==> config.mk <==
export PLATFORM = sky130hd
export DESIGN_NAME = swm_mul
export DESIGN_NICKNAME = d
export VERILOG_FILES = /design/src/swm_pkg.sv /design/src/swm_mul.sv
export SDC_FILE = /design/constraint.sdc
export NUM_CORES = 2
export LEC_CHECK = 0
export CAP_MARGIN = 0
export CORE_MARGIN = 3
export CORE_UTILIZATION = 50
export CTS_BUF_LIST = sky130_fd_sc_hd__clkbuf_8 sky130_fd_sc_hd__clkbuf_16
export DETAILED_ROUTE_END_ITERATION = 12
export DONT_BUFFER_PORTS = 1
export GPL_ROUTABILITY_DRIVEN = 0
export SLEW_MARGIN = 0
export SYNTH_ARGS = -nofsm -noshare
export SYNTH_HDL_FRONTEND = slang
export SYNTH_SLANG_ARGS = --single-unit
==> constraint.sdc <==
create_clock -name clock -period 14.18 [get_ports clock]
set_clock_uncertainty 0.2 [all_clocks]
set_input_delay 1.418 -clock clock [delete_from_list [all_inputs] [get_ports clock]]
set_output_delay 1.418 -clock clock [all_outputs]
set_load 0.005 [all_outputs]
==> src/swm_pkg.sv <==
// ----------------------------------------------------------------------------
// swm_pkg
// Shared constants and command/status types for the stereo correlation and
// width meter.
// ----------------------------------------------------------------------------
package swm_pkg;

   localparam int SAMPLE_BITS = 24;
   localparam int MAG_W       = SAMPLE_BITS + 1;
   localparam int PROD_W      = 2 * MAG_W;
   localparam int MAX_BLOCK   = 4096;
   localparam int CNT_W       = $clog2(MAX_BLOCK + 1);
   localparam int ACC_W       = 60;
   localparam int MEAN_W      = 48;
   localparam int WIN_W       = 18;
   localparam int FLOOR_W     = 16;
   localparam int OUT_W       = 16;
   localparam int ALPHA_W     = 17;
   localparam int ALPHA_ONE   = 65536;
   localparam int ALPHA_MIN   = 655;
   localparam int GATE_LEVEL  = 703688;
   localparam int DB_PER_LOG2 = 197283;
   localparam int DB_MIN_Q8   = -25600;
   localparam int LOG_FRAC    = 24;
   localparam int LOG_EXP_W   = 6;
   localparam int LOG_W       = LOG_EXP_W + LOG_FRAC;
   localparam int DIV_W       = 64;
   localparam int STEP_W      = 7;
   localparam int ROOT_W      = 32;
   localparam int MUL_W       = 32;

   localparam int CSR_IDX_W  = 2;
   localparam int CSR_DATA_W = 18;
   localparam logic [CSR_IDX_W-1:0] CSR_WINDOW = 2'd0;
   localparam logic [CSR_IDX_W-1:0] CSR_FLOOR  = 2'd1;

   localparam logic [WIN_W-1:0]          WINDOW_RESET = 18'd19200;
   localparam logic signed [FLOOR_W-1:0] FLOOR_RESET  = -16'sd15360;

   typedef struct packed {
      logic              start;
      logic [STEP_W-1:0] steps;
      logic [DIV_W-1:0]  rem;
      logic [DIV_W-1:0]  dividend;
      logic [DIV_W-1:0]  divisor;
   } swm_div_cmd_type;

   typedef struct packed {
      logic             done;
      logic [DIV_W-1:0] quotient;
   } swm_div_res_type;

   typedef struct packed {
      logic             start;
      logic [DIV_W-1:0] radicand;
   } swm_sqrt_cmd_type;

   typedef struct packed {
      logic              done;
      logic [ROOT_W-1:0] root;
   } swm_sqrt_res_type;

endpackage

==> src/swm_mul.sv <==
// ----------------------------------------------------------------------------
// swm_mul
// Shared unsigned multiplier with registered product.
// ----------------------------------------------------------------------------
module swm_mul import swm_pkg::*; (
   input  logic               clock,
   input  logic [MUL_W-1:0]   op_a,
   input  logic [MUL_W-1:0]   op_b,
   output logic [2*MUL_W-1:0] product
);

   logic [2*MUL_W-1:0] prod_ff;
   logic [2*MUL_W-1:0] prod_in;

   assign prod_in = op_a * op_b;
   assign product = prod_ff;

   always_ff @(posedge clock) begin
      prod_ff <= prod_in;
   end

endmodule

* After elaboration in Yosys (flattened, before gate mapping)
Index checks and enable logic that the tools add are counted.
** Operators by class
- $mul :: 1
** Operator list (number)
- 32-bit by 32-bit multiplier with 64-bit output :: 1
** Storage, ports and cells
- Word-level logic and storage cells :: 2
- Input port bits :: 65
- Flip-flop bits (word level) :: 64
- Output and inout bits :: 64

* Logic depth before layout (Yosys ltp)
- Depth in word-level cells :: 1
- Mapped depth :: 29
- Depth with buffers taken out :: 27

* Least setup slack after synthesis
No wires, ideal clock.
- Path kind :: input port to flip-flop
- Start point :: input port op_a[25]
- End point :: register prod_ff[62] (netlist: product[62])
- Arrival :: 8.094 ns
- Stages on the path :: 25
- Setup time :: 0.072 ns
- Buffers on the path :: 2
- Setup slack :: 5.814 ns
- Required time :: 13.908 ns
- Cells stage by stage :: clkbuf_1 > nand2_1 > fa_1 > inv_1 > fa_1 > inv_1 > fa_1 > inv_1 > fa_1 > fa_1 > fa_1 > fa_1 > inv_1 > fa_1 > inv_1 > ha_1 > buf_2 > nand4_1 > or4_1 > or3_1 > a31oi_1 > a31o_2 > a211oi_1 > o21ai_1 > xor2_1
** On the way
- Word-level cells in the longest chain between the ends :: 1
** Ends and longest elaborated chain
- from (decl) :: RTL line swm_mul.sv:7 : input logic [MUL_W-1:0] op_a,
- 32-bit by 32-bit multiplier with 64-bit output :: RTL line swm_mul.sv:15 : assign prod_in = op_a * op_b;
- via prod_in[62] :: RTL line swm_mul.sv:13 : logic [2*MUL_W-1:0] prod_in;
- to (signal assigned) :: RTL line swm_mul.sv:19 : prod_ff <= prod_in;
- to (decl) :: RTL line swm_mul.sv:12 : logic [2*MUL_W-1:0] prod_ff;
The timed path passes the listed nets, and every way through them passes these cells.

* Worst setup path after layout
- Start point :: input port op_b[8]
- End point :: register prod_ff[62] (netlist: product[62])
** On the way
- Word-level cells in the longest chain between the ends :: 1
** Ends and longest elaborated chain
- from (decl) :: RTL line swm_mul.sv:8 : input logic [MUL_W-1:0] op_b,
- 32-bit by 32-bit multiplier with 64-bit output :: RTL line swm_mul.sv:15
- via prod_in[62] :: RTL line swm_mul.sv:13
The timed path passes the listed nets, and every way through them passes these cells.

==> flow_summary_export.csv <==
group,metric,value,unit
clocking,cts_resized,0,
sta,hold_violations,0,
clocking,cts_tree,"done",
clocking,cts_buffers,9,
floorplanning,coreArea,0.0679,mm^2
floorplanning,start_util,0.510,
sta,tightest_slew,0.811,ns
route,wl_met2,49400,um
route,wl_per_cell,20.9,um
final_layout,most-common-layout-cells,"fa_1 (896), inv_1 (864), and2_1 (603)",
route,vias,23900,
yosys,ys_ff_latch,64,
sta,fin_tns_setup,0,ns
yosys,synth_edf_count,0,
yosys,yosysSeqAreaShare,0.0370,
yosys,syn_area_per_cell,9.21,um^2
worst_setup_path,cp.required,14.25,ns
sta,fmax,116,MHz
yosys,synth.distinct_cells,56,
global_routing,antenna_found_initial,1,
floorplanning,io_pins,129,
global_routing,grt_pass1_wl,151000,um
yosys,synth_warnings,0,
yosys,synth-main-ff-cell,"dfxtp_1",
global_routing,grt_overflow,0,
yosys,synthMuxAreaShare,0.000289,
clocking,cts_setup_buffers,0,
sta,finalSetupViolations,0,
clocking,clkSinkCount,64,
final_layout,area_growth,1.69,%
yosys,synth_simple_gate_area_frac,0.177,
min_path,hp-class,"input pin to flip-flop",
clocking,htree_levels,3,
worst_setup_path,path_cells,"and2_1 -> fa_1 -> fa_1 -> inv_1 -> fa_1 -> inv_1 -> fa_1 -> inv_1 -> fa_1 -> inv_1 -> fa_1 -> fa_1 -> inv_1 -> fa_1 -> inv_1 -> ha_1 -> nand4_1 -> or4_1 -> or3_1 -> a31oi_1 -> a31o_2 -> a211oi_1 -> o21ai_1 -> xor2_1",
sta,rsz0062_at_grt,"no",
floorplanning,fp-row-count,95,
clocking,path_clk_slew,0.06,ns
route,viasPerCell,5.34,
run_status,status,"finished clean",
placement,io_buffers,0,
job,maxCapViolCount,0,
floorplanning,dieArea,0.0725,mm^2
yosys,syn_inst,3758,
yosys,synth-compound-area-share,0.0392,
worst_setup_path,crit_fanout,32,
global_routing,grt_max_degree,33,
route,dr_wl_met3,3860,um
final_layout,diodes,0,
sta,period_needed,8.62,ns
global_routing,grtUsageTotal,0.268,
yosys,synthArstFlopShare,0,
yosys,yosys.area_share.xor_xnor,0.0149,
yosys,synth_top_family_by_area,"adder cells",
sta,fin_ws,5.56,ns
worst_setup_path,crit_top_cell,"fa_1",
placement,post-place-ws,5.30,ns
worst_setup_path,path_class,"input pin to flip-flop",
yosys,synth_nets,4982,
final_layout,final_common_cell,"fa_1",
route,routed.top_layer,"met4",
route,drt-pass1-iter-count,7,
route,drt_iter0_drc,1292,
final_layout,fin_util,0.519,
final_layout,largest_register_ffs,64,
route,wl_met1,35900,um
worst_setup_path,critPathMaxStageDelay,0.56,ns
worst_setup_path,start_kind,"input pin",
floorplanning,die_x,269,um
sta,slew_headroom,0.456,
worst_setup_path,crit_path_top_delay_cell,"fa_1",
sta,slew_violations,0,
sta,finalCritPeriodShare,0.608,
floorplanning,fp.dieH,269,um
global_routing,first_global_vias,26700,
route,drt-total-wl,93300,um
route,drc,0,
worst_setup_path,critPathCaptureType,"flip-flop",
worst_setup_path,cp.arrival,8.68,ns
clocking,cts_hold_buf,0,
clocking,root_buffer,"clkbuf_16",
yosys,synth_area,0.0346,mm^2
clocking,clockBufferDepth,2,
placement,dp_hpwl,74100,um
final_layout,num-nets-final,4766,
route,postRouteAntennaNets,0,
yosys,synth_fa_ha_area_frac,0.613,
final_layout,drive_gt1_frac,0.00733,
## cell families (layout without fill, tap and decap cells)
logic type | after synthesis | in the layout
XOR/XNOR | 59 | 59
buffers and inverters | 1090 | 879
AO/OA/AOI/OAI | 205 | 205
adder cells (fa/ha/maj) | 1159 | 1159
multiplexers | 1 | 1
flip-flops | 64 | 64
AND/OR/NAND/NOR | 1180 | 1180
## cells in the mapped netlist, types with 3 or more instances
cell	n	area, um^2
inv_1	863	3240
or4_1	3	22.5
dfxtp_1	64	1280
a21o_1	37	278
o21bai_1	10	75.1
o21a_1	8	60.1
nor3_1	5	25.0
o21ai_0	28	140
ha_1	263	3290
and2_1	603	3770
buf_2	9	45.0
a21boi_0	3	22.5
fa_1	896	17900
nand4_1	24	150
or2_2	3	18.8
nor2_1	21	78.8
a311oi_1	3	26.3
a31oi_1	11	68.8
or3_1	5	31.3
o211ai_1	3	22.5
a211oi_1	4	30.0
and3_1	14	87.6
a221o_1	4	40.0
xnor2_1	33	289
nand3_1	12	60.1
nand2_1	478	1790
a21oi_1	68	340
and4_1	4	35.0
o221ai_1	3	26.3
clkbuf_1	215	807
xor2_1	26	228
## path summary, 6_finish.rpt
path	from	endpoint	slack (ns)	depth (start not counted)
setup / recovery	op_b[8]	product[62]$_DFF_P_	5.56	24
hold / removal	op_b[0]	product[0]$_DFF_P_	1.02	1
## per-layer routing
layer / global-route usage / vias to the layer above
li1: - / 10400
met1: 0.330 / 12700
met2: 0.488 / 585
met3: 0.0269 / 164
met4: 0.0993 / 0
met5: 0 / -
## cell type report
cell class              count  area, um^2
fillers                  6467       32700
flip-flops and latches     64        1280
inverters                 863        3240
multi-input cells        2604       29200
clock buffers               9         225
well taps                 921        1150
clock inverters             7        72.6
## critical path, delay by kind of cell
kind / cells / cell delay, ns
AOI/OAI and AO/OA: 4 / 1.15
buffers and inverters: 6 / 0.35
and+or+nand+nor: 4 / 1.22
xor gates and xnor gates: 1 / 0.15
adders and majority gates: 9 / 4.36
## stage by stage
step	instances	cell area, um^2	hold WS (ns)
global placement	4452	34900	1.36
global route	4468	35200	1.02
CTS	4468	35200	1.01
finish	4468	35200	1.02
detailed placement	4452	34900	1.36
floorplan	3758	34600	1.35
Power is not shown: default switching activity piles up to over one toggle a cycle in this logic, so the estimate is an artifact.
