===== src/swm_pkg.sv =====
// ----------------------------------------------------------------------------
// swm_pkg
// Shared constants and command/status types for the stereo correlation and
// width meter.
// ----------------------------------------------------------------------------
package swm_pkg;

   localparam int SAMPLE_BITS = 24;
   localparam int MAG_W       = SAMPLE_BITS + 1;
   localparam int PROD_W      = 2 * MAG_W;
   localparam int MAX_BLOCK   = 4096;
   localparam int CNT_W       = $clog2(MAX_BLOCK + 1);
   localparam int ACC_W       = 60;
   localparam int MEAN_W      = 48;
   localparam int WIN_W       = 18;
   localparam int FLOOR_W     = 16;
   localparam int OUT_W       = 16;
   localparam int ALPHA_W     = 17;
   localparam int ALPHA_ONE   = 65536;
   localparam int ALPHA_MIN   = 655;
   localparam int GATE_LEVEL  = 703688;
   localparam int DB_PER_LOG2 = 197283;
   localparam int DB_MIN_Q8   = -25600;
   localparam int LOG_FRAC    = 24;
   localparam int LOG_EXP_W   = 6;
   localparam int LOG_W       = LOG_EXP_W + LOG_FRAC;
   localparam int DIV_W       = 64;
   localparam int STEP_W      = 7;
   localparam int ROOT_W      = 32;
   localparam int MUL_W       = 32;

   localparam int CSR_IDX_W  = 2;
   localparam int CSR_DATA_W = 18;
   localparam logic [CSR_IDX_W-1:0] CSR_WINDOW = 2'd0;
   localparam logic [CSR_IDX_W-1:0] CSR_FLOOR  = 2'd1;

   localparam logic [WIN_W-1:0]          WINDOW_RESET = 18'd19200;
   localparam logic signed [FLOOR_W-1:0] FLOOR_RESET  = -16'sd15360;

   typedef struct packed {
      logic              start;
      logic [STEP_W-1:0] steps;
      logic [DIV_W-1:0]  rem;
      logic [DIV_W-1:0]  dividend;
      logic [DIV_W-1:0]  divisor;
   } swm_div_cmd_type;

   typedef struct packed {
      logic             done;
      logic [DIV_W-1:0] quotient;
   } swm_div_res_type;

   typedef struct packed {
      logic             start;
      logic [DIV_W-1:0] radicand;
   } swm_sqrt_cmd_type;

   typedef struct packed {
      logic              done;
      logic [ROOT_W-1:0] root;
   } swm_sqrt_res_type;

endpackage


===== src/swm_sqrt.sv =====
// ----------------------------------------------------------------------------
// swm_sqrt
// Digit-by-digit integer square root of a 64-bit value, one result bit per
// cycle.
// ----------------------------------------------------------------------------
module swm_sqrt import swm_pkg::*; (
   input  logic             clock,
   input  logic             reset,
   input  swm_sqrt_cmd_type cmd,
   output swm_sqrt_res_type res
);

   logic             busy_ff, busy_in;
   logic             done_ff, done_in;
   logic [DIV_W-1:0] x_ff, x_in;
   logic [DIV_W-1:0] res_ff, res_in;
   logic [DIV_W-1:0] bit_ff, bit_in;
   logic [DIV_W-1:0] tv;
   logic             ge;

   assign tv = res_ff + bit_ff;
   assign ge = x_ff >= tv;

   always_comb begin
      busy_in = busy_ff;
      done_in = 1'b0;
      x_in    = x_ff;
      res_in  = res_ff;
      bit_in  = bit_ff;
      if (cmd.start) begin
         busy_in = 1'b1;
         x_in    = cmd.radicand;
         res_in  = '0;
         bit_in  = DIV_W'(1) << (DIV_W - 2);
      end else if (busy_ff) begin
         x_in   = ge ? x_ff - tv : x_ff;
         res_in = ge ? (res_ff >> 1) + bit_ff : res_ff >> 1;
         bit_in = bit_ff >> 2;
         if (bit_ff[0]) begin
            busy_in = 1'b0;
            done_in = 1'b1;
         end
      end
   end

   always_ff @(posedge clock) begin
      if (reset) begin
         busy_ff <= 1'b0;
         done_ff <= 1'b0;
      end else begin
         busy_ff <= busy_in;
         done_ff <= done_in;
      end
      x_ff   <= x_in;
      res_ff <= res_in;
      bit_ff <= bit_in;
   end

   assign res.done = done_ff;
   assign res.root = res_ff[ROOT_W-1:0];

endmodule


===== config.mk =====
export PLATFORM = sky130hd
export DESIGN_NAME = swm_sqrt
export DESIGN_NICKNAME = d
export VERILOG_FILES = /design/src/swm_pkg.sv /design/src/swm_sqrt.sv
export SDC_FILE = /design/constraint.sdc
export NUM_CORES = 1
export LEC_CHECK = 0
export BUFFER_PORTS_ARGS = -buffer_cell sky130_fd_sc_hd__buf_2
export CAP_MARGIN = 5
export CORE_MARGIN = 2
export CORE_UTILIZATION = 35
export DETAILED_ROUTE_END_ITERATION = 10
export PLACE_DENSITY_LB_ADDON = 0.25
export SLEW_MARGIN = 20
export SYNTH_ARGS = -nofsm -noshare
export SYNTH_HDL_FRONTEND = slang
export SYNTH_SLANG_ARGS = --single-unit

===== constraint.sdc =====
create_clock -name clock -period 12.6 [get_ports clock]
set_input_delay 1.89 -clock clock [delete_from_list [all_inputs] [get_ports clock]]
set_output_delay 1.89 -clock clock [all_outputs]
set_load 0.03 [all_outputs]

* Word-level counts from Yosys, hierarchy flattened
Index checks and enable logic that the tools add are counted.
** Operators by class
- Add/sub/neg operators :: 3
- Bitwise operators :: 1
- Order comparisons :: 1
- Reduce and logical (&&, ||, !) cells :: 4
- Multiplexer cells :: 8
** Operators with widths (count)
- $mux W64 :: 4
- $add A63 B63 Y64 :: 1
- $add A64 B63 Y64 :: 1
- $ge A64 B64 Y1 :: 1
- $sub A64 B64 Y64 :: 1
- $mux W1 :: 4
- $reduce_bool A2 Y1 :: 2
- $reduce_or A3 Y1 :: 1
- $reduce_and A2 Y1 :: 1
- $not A1 Y1 :: 1
** Word-level totals
- Flip-flop bits (word level) :: 162
- Output and inout port bits :: 33
- Word-level logic and storage cells :: 22

* Logic depth before layout (Yosys ltp)
- Depth in word-level cells :: 5
- Gate-level depth with buffers :: 26

* Worst setup path after synthesis
OpenSTA, ideal clock, no wires.
- Path type :: reg2reg
- From :: register res_ff[10]
- To :: register x_ff[0] (enable)
- Clock period less this slack :: 9.448 ns
- Library setup time :: 0.574 ns
- Required time :: 12.026 ns
- Slack :: 3.152 ns
- Arrival :: 8.874 ns
- Stages on the path, launching flop included :: 23
- Cell sequence :: dfxtp_1 ha_1 a311o_1 a41oi_2 o21bai_1 a211o_1 a31oi_1 o21bai_1 a21oi_1 nor2_1 o21ai_1 xor2_1 ha_1 and2_2 nand3_2 nor4_4 nand3_1 a31oi_1 o21a_2 a211oi_4 buf_6 buf_4 o21ai_0
** Between the ends
- Word-level cells in the longest chain between the ends :: 4
** Ends and longest elaborated chain
- start, declared :: line swm_sqrt.sv:16 : logic [DIV_W-1:0] res_ff, res_in;
- start signal, assigned :: line swm_sqrt.sv:55 : res_ff <= res_in;
- $add A64 B63 Y64 :: line swm_sqrt.sv:21 : assign tv = res_ff + bit_ff;
- $ge A64 B64 Y1 :: line swm_sqrt.sv:22 : assign ge = x_ff >= tv;
- $reduce_bool A2 Y1 (no source line)
- $reduce_and A2 Y1 (no source line)
- end signal, assigned :: line swm_sqrt.sv:54 : x_ff <= x_in;
- end, declared :: line swm_sqrt.sv:15 : logic [DIV_W-1:0] x_ff, x_in;
Every way passes these cells.
A chain may end at the register's enable or synchronous reset.

* Final worst setup path
- From :: register res_ff[10]
- To :: register x_ff[4] (enable)
Same word-level chain as after synthesis.

==> results.toml <==
[sta]
rsz0062_at_grt = "no"
post-route-period-util_pct = 51.75
setup_viol = 0
hold_viol = 0
fin_crit_ps = 6520
slew_viol_final = 0
fmax_mhz = 153.4
worstMarginPinSlew_ps = 918.9
slew_headroom_pct = 38.74
final.setup.worst_slack_ps = 6080
fin_worst_skew_ps = 16.22
whs_ps = 506.2
finalSetupTns_ps = 0

[clock_tree]
clk_pin_slew_worst_paths_ps = 70
cts.sinks = 162
htreeDepth = 4
cts_made_buffers = 17
holdBufCountCts = 0
clkLatencyLatePin_ps = 470
clockBufferDepth = 2
ctsResizeCount = 0
cts-root-buf = "clkbuf_16"
cts_tree = "built"
postCtsSetupRepairBufs = 0

[yosys]
yosysMostFrequentCell = "nand2_1"
syn_inst = 1940
synthTopCellsByArea = "dfxtp_1 (13%), edfxtp_1 (13%), ha_1 (11%)"
yosysTopAreaCell = "dfxtp_1"
synth_top_family_by_area = "compound AO/OA/AOI/OAI gates"
synth_nets = 2138
synthesis.area_um2 = 15360
ys_warn_count = 0
yosys-mux-area-fraction_pct = 4.065
ys_seq_area_share_pct = 25.28
ys.flop_type = "dfxtp_1"
yosysUniqueCellTypes = 94
async_reset_ff_share_pct = 0
synthAdderAreaFrac_pct = 10.72
synth.top_cell.area_share_pct = 12.77
yosys.area_share.simple_pct = 18.31
synth_common_cells = "nand2_1 (224), nor2_1 (195), o21ai_0 (144)"
syn-mean-instance-area_um2 = 7.918
synth-edff-count = 64
ys_seq_elements = 162
synth_compound_area_share_pct = 27.78
synth_xor_xnor_area_share_pct = 8.153

[place]
pre_cts_slack_ps = 6059
dp.cells = 2500
hpwl_mm = 36.05
globalplace.congestion = 0.9736
portBuffers = 99

[worst_hold_path]
hold_class = "flop to flop"
hold_depth = 2
min_to = "res_ff[0]$_SDFFE_PP0P_"
hold_start = "res_ff[0]$_SDFFE_PP0P_"

[worst_setup_path]
required_ps = 12690
worstSetupEndpointType = "flop"
arrival_ps = 6610
cp_max_fo = 64
critPathSlowestCell = "buf_4"
r2r_end = "x_ff[4]$_DFFE_PP_"
rr_startpoint = "res_ff[10]$_SDFFE_PP0P_"
start_kind = "flop"
path_cells = "ha_1 -> a311o_1 -> a41oi_2 -> o21bai_1 -> a211oi_1 -> nor3_1 -> nand2b_1 -> a21oi_1 -> o21ai_1 -> a21oi_1 -> xor2_1 -> ha_1 -> nand4_1 -> nor4_4 -> nand3_1 -> a31oi_1 -> o21a_2 -> a211oi_4 -> buf_4 -> o21ai_4 -> buf_4"
regToRegSetupSlack_ps = 6080
worstSetupPathType = "flop to flop"
slowest_delay_ps = 700
reg2regPathDepth = 21

[routing]
dr_wl_met3_mm = 2.072
drt-met1-wl_mm = 23.64
first_iter_violations = 1328
drt_pass1_iterations = 6
vias = 14520
vias_per_cell = 5.733
met2_length_mm = 20.91
wirelength_mm = 47.60
highest_layer = "met4"
drc = 0
wire_per_inst_um = 18.80
ant_nets = 0

[floorplanning]
core_area_um2 = 43170
die_h_um = 213.5
dieArea_um2 = 45580
io_pins = 100
num_rows = 76
start_util_pct = 35.58
die_w_um = 213.5

[global_route]
grt_max_degree = 136
grt_pass1_wl_mm = 75.84
grt_pass1_vias = 13770
grtUsageTotal_pct = 21.21
overflow = 0
antenna_found_initial = 0

[power_and_ir_drop]
ir_drop_uv = 111.6
power_density_nw_per_um2 = 213.4
p_leak_nw = 6.399
total_power_w = 0.003540

[cells_and_area]
antenna_cells = 0
drive_above_1_share_pct = 10.63
syn2layout_area_growth_pct = 7.990
layout.nets = 2132
fin_cells = 2532

[run_status]
status = "complete, no violations"

[flow_run]
drv_cap = 0
## how the worst max path moves through the flow
stage | from | to | slack, ps
final | res_ff[10]$_SDFFE_PP0P_ | x_ff[4]$_DFFE_PP_ | 6080
after global routing | res_ff[28]$_SDFFE_PP0P_ | x_ff[54]$_DFFE_PP_ | 5640
after CTS | res_ff[10]$_SDFFE_PP0P_ | x_ff[47]$_DFFE_PP_ | 6030
after detailed placement | res_ff[10]$_SDFFE_PP0P_ | x_ff[20]$_DFFE_PP_ | 6060
after global placement | res_ff[10]$_SDFFE_PP0P_ | x_ff[55]$_DFFE_PP_ | 6130
after floorplan | res_ff[10]$_SDFFE_PP0P_ | x_ff[0]$_DFFE_PP_ | 3150
## state kept, by name, summed over array words and instances (netlist names)
register and flops:
busy_ff 1, bit_ff 32, done_ff 1, res_ff 64, x_ff 64
## placed cells by master, fill, tap and decap left out, types with 8 or more instances in the layout
cell / instances
nor2_1: 195
mux2_2: 11
ha_1: 130
a311oi_1: 17
edfxtp_1: 64
o31ai_1: 15
a31oi_1: 57
o21ai_1: 19
nand4_1: 41
xor2_1: 63
buf_2: 98
nand2b_1: 11
o21bai_1: 31
or3_1: 20
nor3_1: 22
nand3_1: 34
a221oi_1: 12
dfxtp_1: 97
nor2b_1: 13
and3_1: 16
xnor2_1: 80
a211oi_1: 29
a21oi_1: 140
o21a_1: 16
inv_1: 47
nand2_1: 224
o21ai_0: 143
a31o_2: 22
a21o_1: 56
clkbuf_16: 18
o211ai_1: 8
mux2i_1: 50
and2_1: 8
## metal layers
metal	global-route usage [%]	up-vias
met5	0	-
met4	6.585	0
met3	2.387	61
met2	32.89	410
met1	30.72	6908
li1	-	7137
## critical path, delay by kind of cell, from the launching register on
| kind | cells | cell delay [ps] |
|---|---|---|
| simple gates | 5 | 1270 |
| fa+ha+maj | 2 | 770 |
| compound gates | 11 | 2500 |
| xor+xnor | 1 | 110 |
| flops | 1 | 470 |
| buf+inv | 2 | 940 |
## logic make-up (layout without fill, tap and decap cells)
group / after synthesis / in the layout
AO/OA/AOI/OAI: 645 / 645
AND/OR/NAND/NOR: 618 / 618
buffers and inverters: 180 / 187
flip-flops: 162 / 162
XOR/XNOR: 143 / 143
adder cells (fa/ha/maj): 131 / 131
multiplexers: 61 / 61
## area by class of cell
type	count	area, µm²
Sequential cell	162	3887
Timing Repair Buffer	107	574.3
Multi-Input combinational cell	1598	10620
Fill cell	4529	26580
Clock buffer	22	475.5
Tap cell	585	732.0
Inverter	48	180.2
Clock inverter	10	122.6
## power by group
| part | internal [W] | switching [W] |
|---|---|---|
| clock | 0.000310 | 0.000245 |
| combinational | 0.000809 | 0.00133 |
| sequential | 0.000728 | 0.000119 |
| total | 0.00185 | 0.00169 |
## through the flow
| stage | util, % | cell area (µm²) |
|---|---|---|
| CTS | 38.42 | 16590 |
| detailed placement | 37.04 | 15990 |
| floorplan | - | 15360 |
| finish | 38.42 | 16590 |
| global placement | 37.04 | 15990 |
| global route | 38.42 | 16590 |
No activity file was read; power rests on OpenSTA's default activity.
