`src/swm_pkg.sv`:
```
// ----------------------------------------------------------------------------
// swm_pkg
// Shared constants and command/status types for the stereo correlation and
// width meter.
// ----------------------------------------------------------------------------
package swm_pkg;

   localparam int SAMPLE_BITS = 24;
   localparam int MAG_W       = SAMPLE_BITS + 1;
   localparam int PROD_W      = 2 * MAG_W;
   localparam int MAX_BLOCK   = 4096;
   localparam int CNT_W       = $clog2(MAX_BLOCK + 1);
   localparam int ACC_W       = 60;
   localparam int MEAN_W      = 48;
   localparam int WIN_W       = 18;
   localparam int FLOOR_W     = 16;
   localparam int OUT_W       = 16;
   localparam int ALPHA_W     = 17;
   localparam int ALPHA_ONE   = 65536;
   localparam int ALPHA_MIN   = 655;
   localparam int GATE_LEVEL  = 703688;
   localparam int DB_PER_LOG2 = 197283;
   localparam int DB_MIN_Q8   = -25600;
   localparam int LOG_FRAC    = 24;
   localparam int LOG_EXP_W   = 6;
   localparam int LOG_W       = LOG_EXP_W + LOG_FRAC;
   localparam int DIV_W       = 64;
   localparam int STEP_W      = 7;
   localparam int ROOT_W      = 32;
   localparam int MUL_W       = 32;

   localparam int CSR_IDX_W  = 2;
   localparam int CSR_DATA_W = 18;
   localparam logic [CSR_IDX_W-1:0] CSR_WINDOW = 2'd0;
   localparam logic [CSR_IDX_W-1:0] CSR_FLOOR  = 2'd1;

   localparam logic [WIN_W-1:0]          WINDOW_RESET = 18'd19200;
   localparam logic signed [FLOOR_W-1:0] FLOOR_RESET  = -16'sd15360;

   typedef struct packed {
      logic              start;
      logic [STEP_W-1:0] steps;
      logic [DIV_W-1:0]  rem;
      logic [DIV_W-1:0]  dividend;
      logic [DIV_W-1:0]  divisor;
   } swm_div_cmd_type;

   typedef struct packed {
      logic             done;
      logic [DIV_W-1:0] quotient;
   } swm_div_res_type;

   typedef struct packed {
      logic             start;
      logic [DIV_W-1:0] radicand;
   } swm_sqrt_cmd_type;

   typedef struct packed {
      logic              done;
      logic [ROOT_W-1:0] root;
   } swm_sqrt_res_type;

endpackage

```
`src/swm_div.sv`:
```
// ----------------------------------------------------------------------------
// swm_div
// Restoring divider, one quotient bit per cycle, with a preset partial
// remainder so it also serves as a fraction divider.
// ----------------------------------------------------------------------------
module swm_div import swm_pkg::*; (
   input  logic            clock,
   input  logic            reset,
   input  swm_div_cmd_type cmd,
   output swm_div_res_type res
);

   logic              busy_ff, busy_in;
   logic              done_ff, done_in;
   logic [STEP_W-1:0] cnt_ff, cnt_in;
   logic [DIV_W-1:0]  rem_ff, rem_in;
   logic [DIV_W-1:0]  quo_ff, quo_in;
   logic [DIV_W-1:0]  den_ff, den_in;
   logic [DIV_W:0]    trial;
   logic [DIV_W:0]    diffv;
   logic              ge;

   assign trial = {rem_ff, quo_ff[DIV_W-1]};
   assign diffv = trial - {1'b0, den_ff};
   assign ge    = trial >= {1'b0, den_ff};

   always_comb begin
      busy_in = busy_ff;
      done_in = 1'b0;
      cnt_in  = cnt_ff;
      rem_in  = rem_ff;
      quo_in  = quo_ff;
      den_in  = den_ff;
      if (cmd.start) begin
         busy_in = 1'b1;
         cnt_in  = cmd.steps;
         rem_in  = cmd.rem;
         quo_in  = cmd.dividend;
         den_in  = cmd.divisor;
      end else if (busy_ff) begin
         rem_in = ge ? diffv[DIV_W-1:0] : trial[DIV_W-1:0];
         quo_in = {quo_ff[DIV_W-2:0], ge};
         cnt_in = cnt_ff - 1'b1;
         if (cnt_ff == STEP_W'(1)) begin
            busy_in = 1'b0;
            done_in = 1'b1;
         end
      end
   end

   always_ff @(posedge clock) begin
      if (reset) begin
         busy_ff <= 1'b0;
         done_ff <= 1'b0;
         cnt_ff  <= '0;
      end else begin
         busy_ff <= busy_in;
         done_ff <= done_in;
         cnt_ff  <= cnt_in;
      end
      rem_ff <= rem_in;
      quo_ff <= quo_in;
      den_ff <= den_in;
   end

   assign res.done     = done_ff;
   assign res.quotient = quo_ff;

endmodule

```
`config.mk`:
```
export PLATFORM = sky130hd
export DESIGN_NAME = swm_div
export DESIGN_NICKNAME = d
export VERILOG_FILES = /design/src/swm_pkg.sv /design/src/swm_div.sv
export SDC_FILE = /design/constraint.sdc
export NUM_CORES = 1
export LEC_CHECK = 0
export ABC_AREA = 1
export BUFFER_PORTS_ARGS = -buffer_cell sky130_fd_sc_hd__buf_4
export CORE_AREA = 2 2 163 165
export CTS_BUF_LIST = sky130_fd_sc_hd__clkbuf_8
export DETAILED_ROUTE_END_ITERATION = 7
export DIE_AREA = 0 0 165 167
export GPL_ROUTABILITY_DRIVEN = 0
export PLACE_DENSITY = 0.83
export SETUP_SLACK_MARGIN = 0.4
export SLEW_MARGIN = 20
export SYNTH_ARGS = -nofsm -noshare
export SYNTH_HDL_FRONTEND = slang
export SYNTH_SLANG_ARGS = --single-unit
```
`constraint.sdc`:
```
create_clock -name clock -period 4.45 [get_ports clock]
set_input_delay 0 -clock clock [delete_from_list [all_inputs] [get_ports clock]]
set_output_delay 0 -clock clock [all_outputs]
set_load 0.1 [all_outputs]
```
[Word level (Yosys, flattened, before mapping)]
Cells that the tools add are included.
Word-level totals
  output and inout bits: 65
  input port bits: 202
  word-level logic and storage cells: 24
  register bits after elaboration: 201
Operators by class
  $lt $le $gt $ge: 1
  $add $sub $neg: 2
  bitwise logic cells: 1
  equal/unequal tests: 1
  reduce and logical (&&, ||, !) cells: 2
  muxes and demuxes: 11
Operator list (count)
  64-bit two-way mux: 5
  65-bit by 64-bit greater-or-equal comparator with 1-bit output: 1
  64-bit subtractor: 1
  7-bit two-way mux: 2
  7-bit by 1-bit equality test with 1-bit output, second input constant: 1
  7-bit by 1-bit subtractor with 7-bit output, second input constant: 1
  1-bit two-way mux: 4
  3-bit OR reduction: 1
  2-bit nonzero test: 1
  1-bit NOT: 1

[Depth between registers and ports, before layout]
  depth after elaboration: 4
  depth in mapped cells: 19
  gate-level depth less buffers: 18

[Worst setup path before layout]
Ideal clock, no wire load.
  kind: register -> register
  start: register busy_ff
  end: register cnt_ff[0]
  arrival: 3.343 ns
  path slack: 0.994 ns
  clock period less this slack: 3.456 ns
  buffers on the path: 0
  library setup time: 0.113 ns
  required time: 4.337 ns
  stages on the path, launching flop included: 6
  path through: dfxtp_1 > nor2_1 > inv_1 > o21ai_0 > nand2_1 > inv_1
Between the ends
  word-level cells in the longest chain between the ends: 1
RTL lines
  start, declared: RTL line swm_div.sv:13  | logic busy_ff, busy_in;
  start signal, assigned: RTL line swm_div.sv:57  | busy_ff <= busy_in;
  2-bit nonzero test (no source line)
  end signal, assigned: RTL line swm_div.sv:59  | cnt_ff <= cnt_in;
  end, declared: RTL line swm_div.sv:15  | logic [STEP_W-1:0] cnt_ff, cnt_in;
No other way between the ends.
A chain may end at the register's enable or synchronous reset.

[Worst setup path in the final report]
  start: register rem_ff[56]
  end: register rem_ff[26], data pin
Between the ends
  word-level cells in the longest chain between the ends: 4
RTL lines
  start, declared: RTL line swm_div.sv:16  | logic [DIV_W-1:0] rem_ff, rem_in;
  start signal, assigned: RTL line swm_div.sv:61  | rem_ff <= rem_in;
  65-bit by 64-bit greater-or-equal comparator with 1-bit output: RTL line swm_div.sv:25  | assign ge = trial >= {1'b0, den_ff};
  64-bit two-way mux: RTL line swm_div.sv:41  | rem_in = ge ? diffv[DIV_W-1:0] : trial[DIV_W-1:0];
  64-bit two-way mux: RTL line swm_div.sv:40  | end else if (busy_ff) begin
  64-bit two-way mux: RTL line swm_div.sv:34  | if (cmd.start) begin
  net rem_in[26]: RTL line swm_div.sv:16
The timed path passes the listed nets, and every way through them passes these cells. The select of a mux whose other input is x is not followed.

==> out/metrics.cfg <==
[drt]
vias = 16200
remaining_drcs = 0
wl_um = 50100
final_antenna_net_count = 0
via_per_inst = 5.33
detailedRoute.firstPassIterationCount = 6
routedWlPerCell_um = 16.5
initialDrtViolationCount = 1833

[critical_path]
critical_path_peak_fanout = 45
timing_worst_setup_path_type = flip-flop to flip-flop
cp_data_arrival_time_ns = 3.67
worstSetupStartpointType = flip-flop
setup.reg_to_reg.worst_slack_ns = 1.08
worst_setup_end_kind = flip-flop
crit_required_ns = 4.75

[sta]
grt_setup_unrepaired = false
setup_tns_ns = 0
measured_slew_at_the_worst_slew_check_pin_ns = 0.796
timing.max_slew.rel_slack_pct = 46.9
timing.clock.skew_ns = 0.0378
period_minus_slack_ns = 3.37
timing.final.max_slew_violations = 0
max_freq_mhz = 297
report.final.setup_viol = 0
hold_viol_final = 0
min_period_over_period_pct = 75.7
hold_slack_ns = 0.152

[clocking]
tritoncts = built
maximum_clock_path_buffer_count = 3
clock_latency_ns = 0.58
clk_root_buffer_cell = sky130_fd_sc_hd__clkbuf_8
cts-buffers-inserted = 36
htree_levels = 2
cts.sink_count = 201
post_cts_resize_count = 0
path_clk_slew_ns = 0.07

[yosys]
synth_seq_cells = 201
synth_cell_type_count = 40
synth_largest_area_cell = sky130_fd_sc_hd__edfxtp_1
synth_area_leaders = sky130_fd_sc_hd__edfxtp_1 (38%), sky130_fd_sc_hd__nand2_1 (25%), sky130_fd_sc_hd__inv_1 (10%)
seq_area_frac_synth_pct = 39.4
ys_async_sr_fraction_pct = 0
syn_avg_cell_area_um2 = 6.83
synth_fp_nets = 2475
most_common_cell_in_the_synthesized_netlist = sky130_fd_sc_hd__nand2_1
synth-edff-count = 192
yosys.area.top_type_share_pct = 38.3
post_synth_most_frequent_cells = sky130_fd_sc_hd__nand2_1 (1003), sky130_fd_sc_hd__inv_1 (404), sky130_fd_sc_hd__edfxtp_1 (192), sky130_fd_sc_hd__nand3_1 (119), sky130_fd_sc_hd__nor2_1 (106)
netlist_area_um2 = 15100
synth_flop_cell = sky130_fd_sc_hd__edfxtp_1
postSynthCellCount = 2206
synth.yosys.warnings = 0

[floorplanning]
floorplan.die.width_um = 165
row_count = 59
die-height_um = 167
floorplan.initialDensity_pct = 58.5
placeableCoreArea_um2 = 25800
num_io_pins = 267
floorplan.die_area_um2 = 27600

[placement]
hpwl_um = 33700
io_buffer_count = 266

[grt]
global_route.usage.total_pct = 36.3
grt_first_pass_wirelength_um = 79200
antenna_found_initial = 3
first_global_vias = 16100
grt.overflow.total = 0
grt_max_degree = 94

[run]
drv_cap = 0

[cells_and_area]
finalNetCount = 2938
proportion_of_layout_cells_with_a_drive_suffix_above_1_pct = 13.5
layout-area-overhead-vs-synth_pct = 32.0

[power_and_ir_drop]
power.density_nw_per_um2 = 423
worst_ir_drop_vdd_mv = 0.354
power_leakage_nw = 10.7

[hold_path]
hold_path_class = input port to flip-flop

[run_status]
run_status = finished clean

==> registers in the layout (all words and copies together) (netlist names) <==
register / count
den_ff: 64
cnt_ff: 7
quo_ff: 64
done_ff: 1
busy_ff: 1
rem_ff: 64
==> area by class of cell <==
class                   count  area, um2
well taps                 335        419
inverters                 420       1580
flip-flops and latches    201       5950
repair buffers            475       4090
diodes                      3       7.51
clock buffers              37        509
fillers                  1811       5870
clock inverters            26        120
multi-input cells        1535       7230
==> through the flow <==
stage / worst slack [ns] / util (%) / instance area (um2) / total power [mW] / instances
5_1_grt: 0.992 / 77.2 / 19900 / 8.93 / 3032
6_report: 1.08 / 77.2 / 19900 / 8.42 / 3032
2_1_floorplan: 0.994 / - / 15100 / 5.56 / 2206
3_5_place_dp: 1.30 / 66.9 / 17200 / 6.51 / 2764
3_3_place_gp: 1.40 / 66.9 / 17200 / 6.44 / 2764
4_1_cts: 1.26 / 77.2 / 19900 / 8.27 / 3029
==> power breakdown <==
| part | internal [mW] | switching, mW |
|---|---|---|
| Sequential | 2.43 | 0.157 |
| Combinational | 1.41 | 2.80 |
| Clock | 0.780 | 0.835 |
==> worst max-delay path, cell delays in order (launching register included) <==
cell                       delay (ns)
sky130_fd_sc_hd__edfxtp_1        0.41
sky130_fd_sc_hd__ha_1            0.41
sky130_fd_sc_hd__nand2_1         0.12
sky130_fd_sc_hd__nor2_1          0.49
sky130_fd_sc_hd__nand3_1         0.14
sky130_fd_sc_hd__nor2_1          0.23
sky130_fd_sc_hd__nand2_1         0.12
sky130_fd_sc_hd__nand3_2         0.10
sky130_fd_sc_hd__nor2_4          0.04
sky130_fd_sc_hd__nand2_4         0.39
sky130_fd_sc_hd__buf_4           0.35
sky130_fd_sc_hd__nand2_1         0.11
sky130_fd_sc_hd__nand3_1         0.08
sky130_fd_sc_hd__nand2_1         0.06
==> logic make-up (layout without fill, tap and decap cells) <==
logic type	count (synthesis)	in the layout	share of synthesized area [%]
other	0	3	0
AOI/OAI and AO/OA	80	80	2.87
xor gates and xnor gates	34	34	1.98
DFF	201	201	39.4
buffers and inverters	470	958	12.6
and+or+nand+nor	1354	1354	37.5
adders and majority gates	67	67	5.61
==> per-layer routing <==
metal  wire length, um  GRT usage (%)  vias up
li1                  -              -     7710
met1             18900           44.1     7219
met2             22900           59.6     1027
met3              5380           8.47      202
met4              2970           19.1        0
met5                 0              0        -
==> worst paths after layout <==
kind	start	end	cells after the start
max	rem_ff[56]$_DFFE_PP_	rem_ff[26]$_DFFE_PP_	13
min	cmd[29]	den_ff[29]$_DFFE_PP_	2
max reg2reg	rem_ff[56]$_DFFE_PP_	rem_ff[26]$_DFFE_PP_	13
min reg2reg	cnt_ff[6]$_SDFFE_PP0P_	cnt_ff[6]$_SDFFE_PP0P_	2
==> timing repair <==
item / in CTS / in global routing
hold buffers: 202 / 0
hold endpoints to repair: 212 / 0
buffers inserted: 0 / 0
==> placed cells by master, fill, tap and decap left out, drive strengths merged, types with 2 or more instances in the layout <==
master,count
clkbuf,37
nand2,1012
ha,66
a21oi,47
nor2,122
buf,273
inv,433
edfxtp,192
and2,4
or2,2
nand4,17
o21bai,6
nand3,121
dlygate4sd3,202
nor3,15
a31oi,4
xnor2,31
clkinv,12
o21ai,19
nand3b,60
diode,3
xor2,3
dfxtp,9
(Power assumes the default switching activity.)
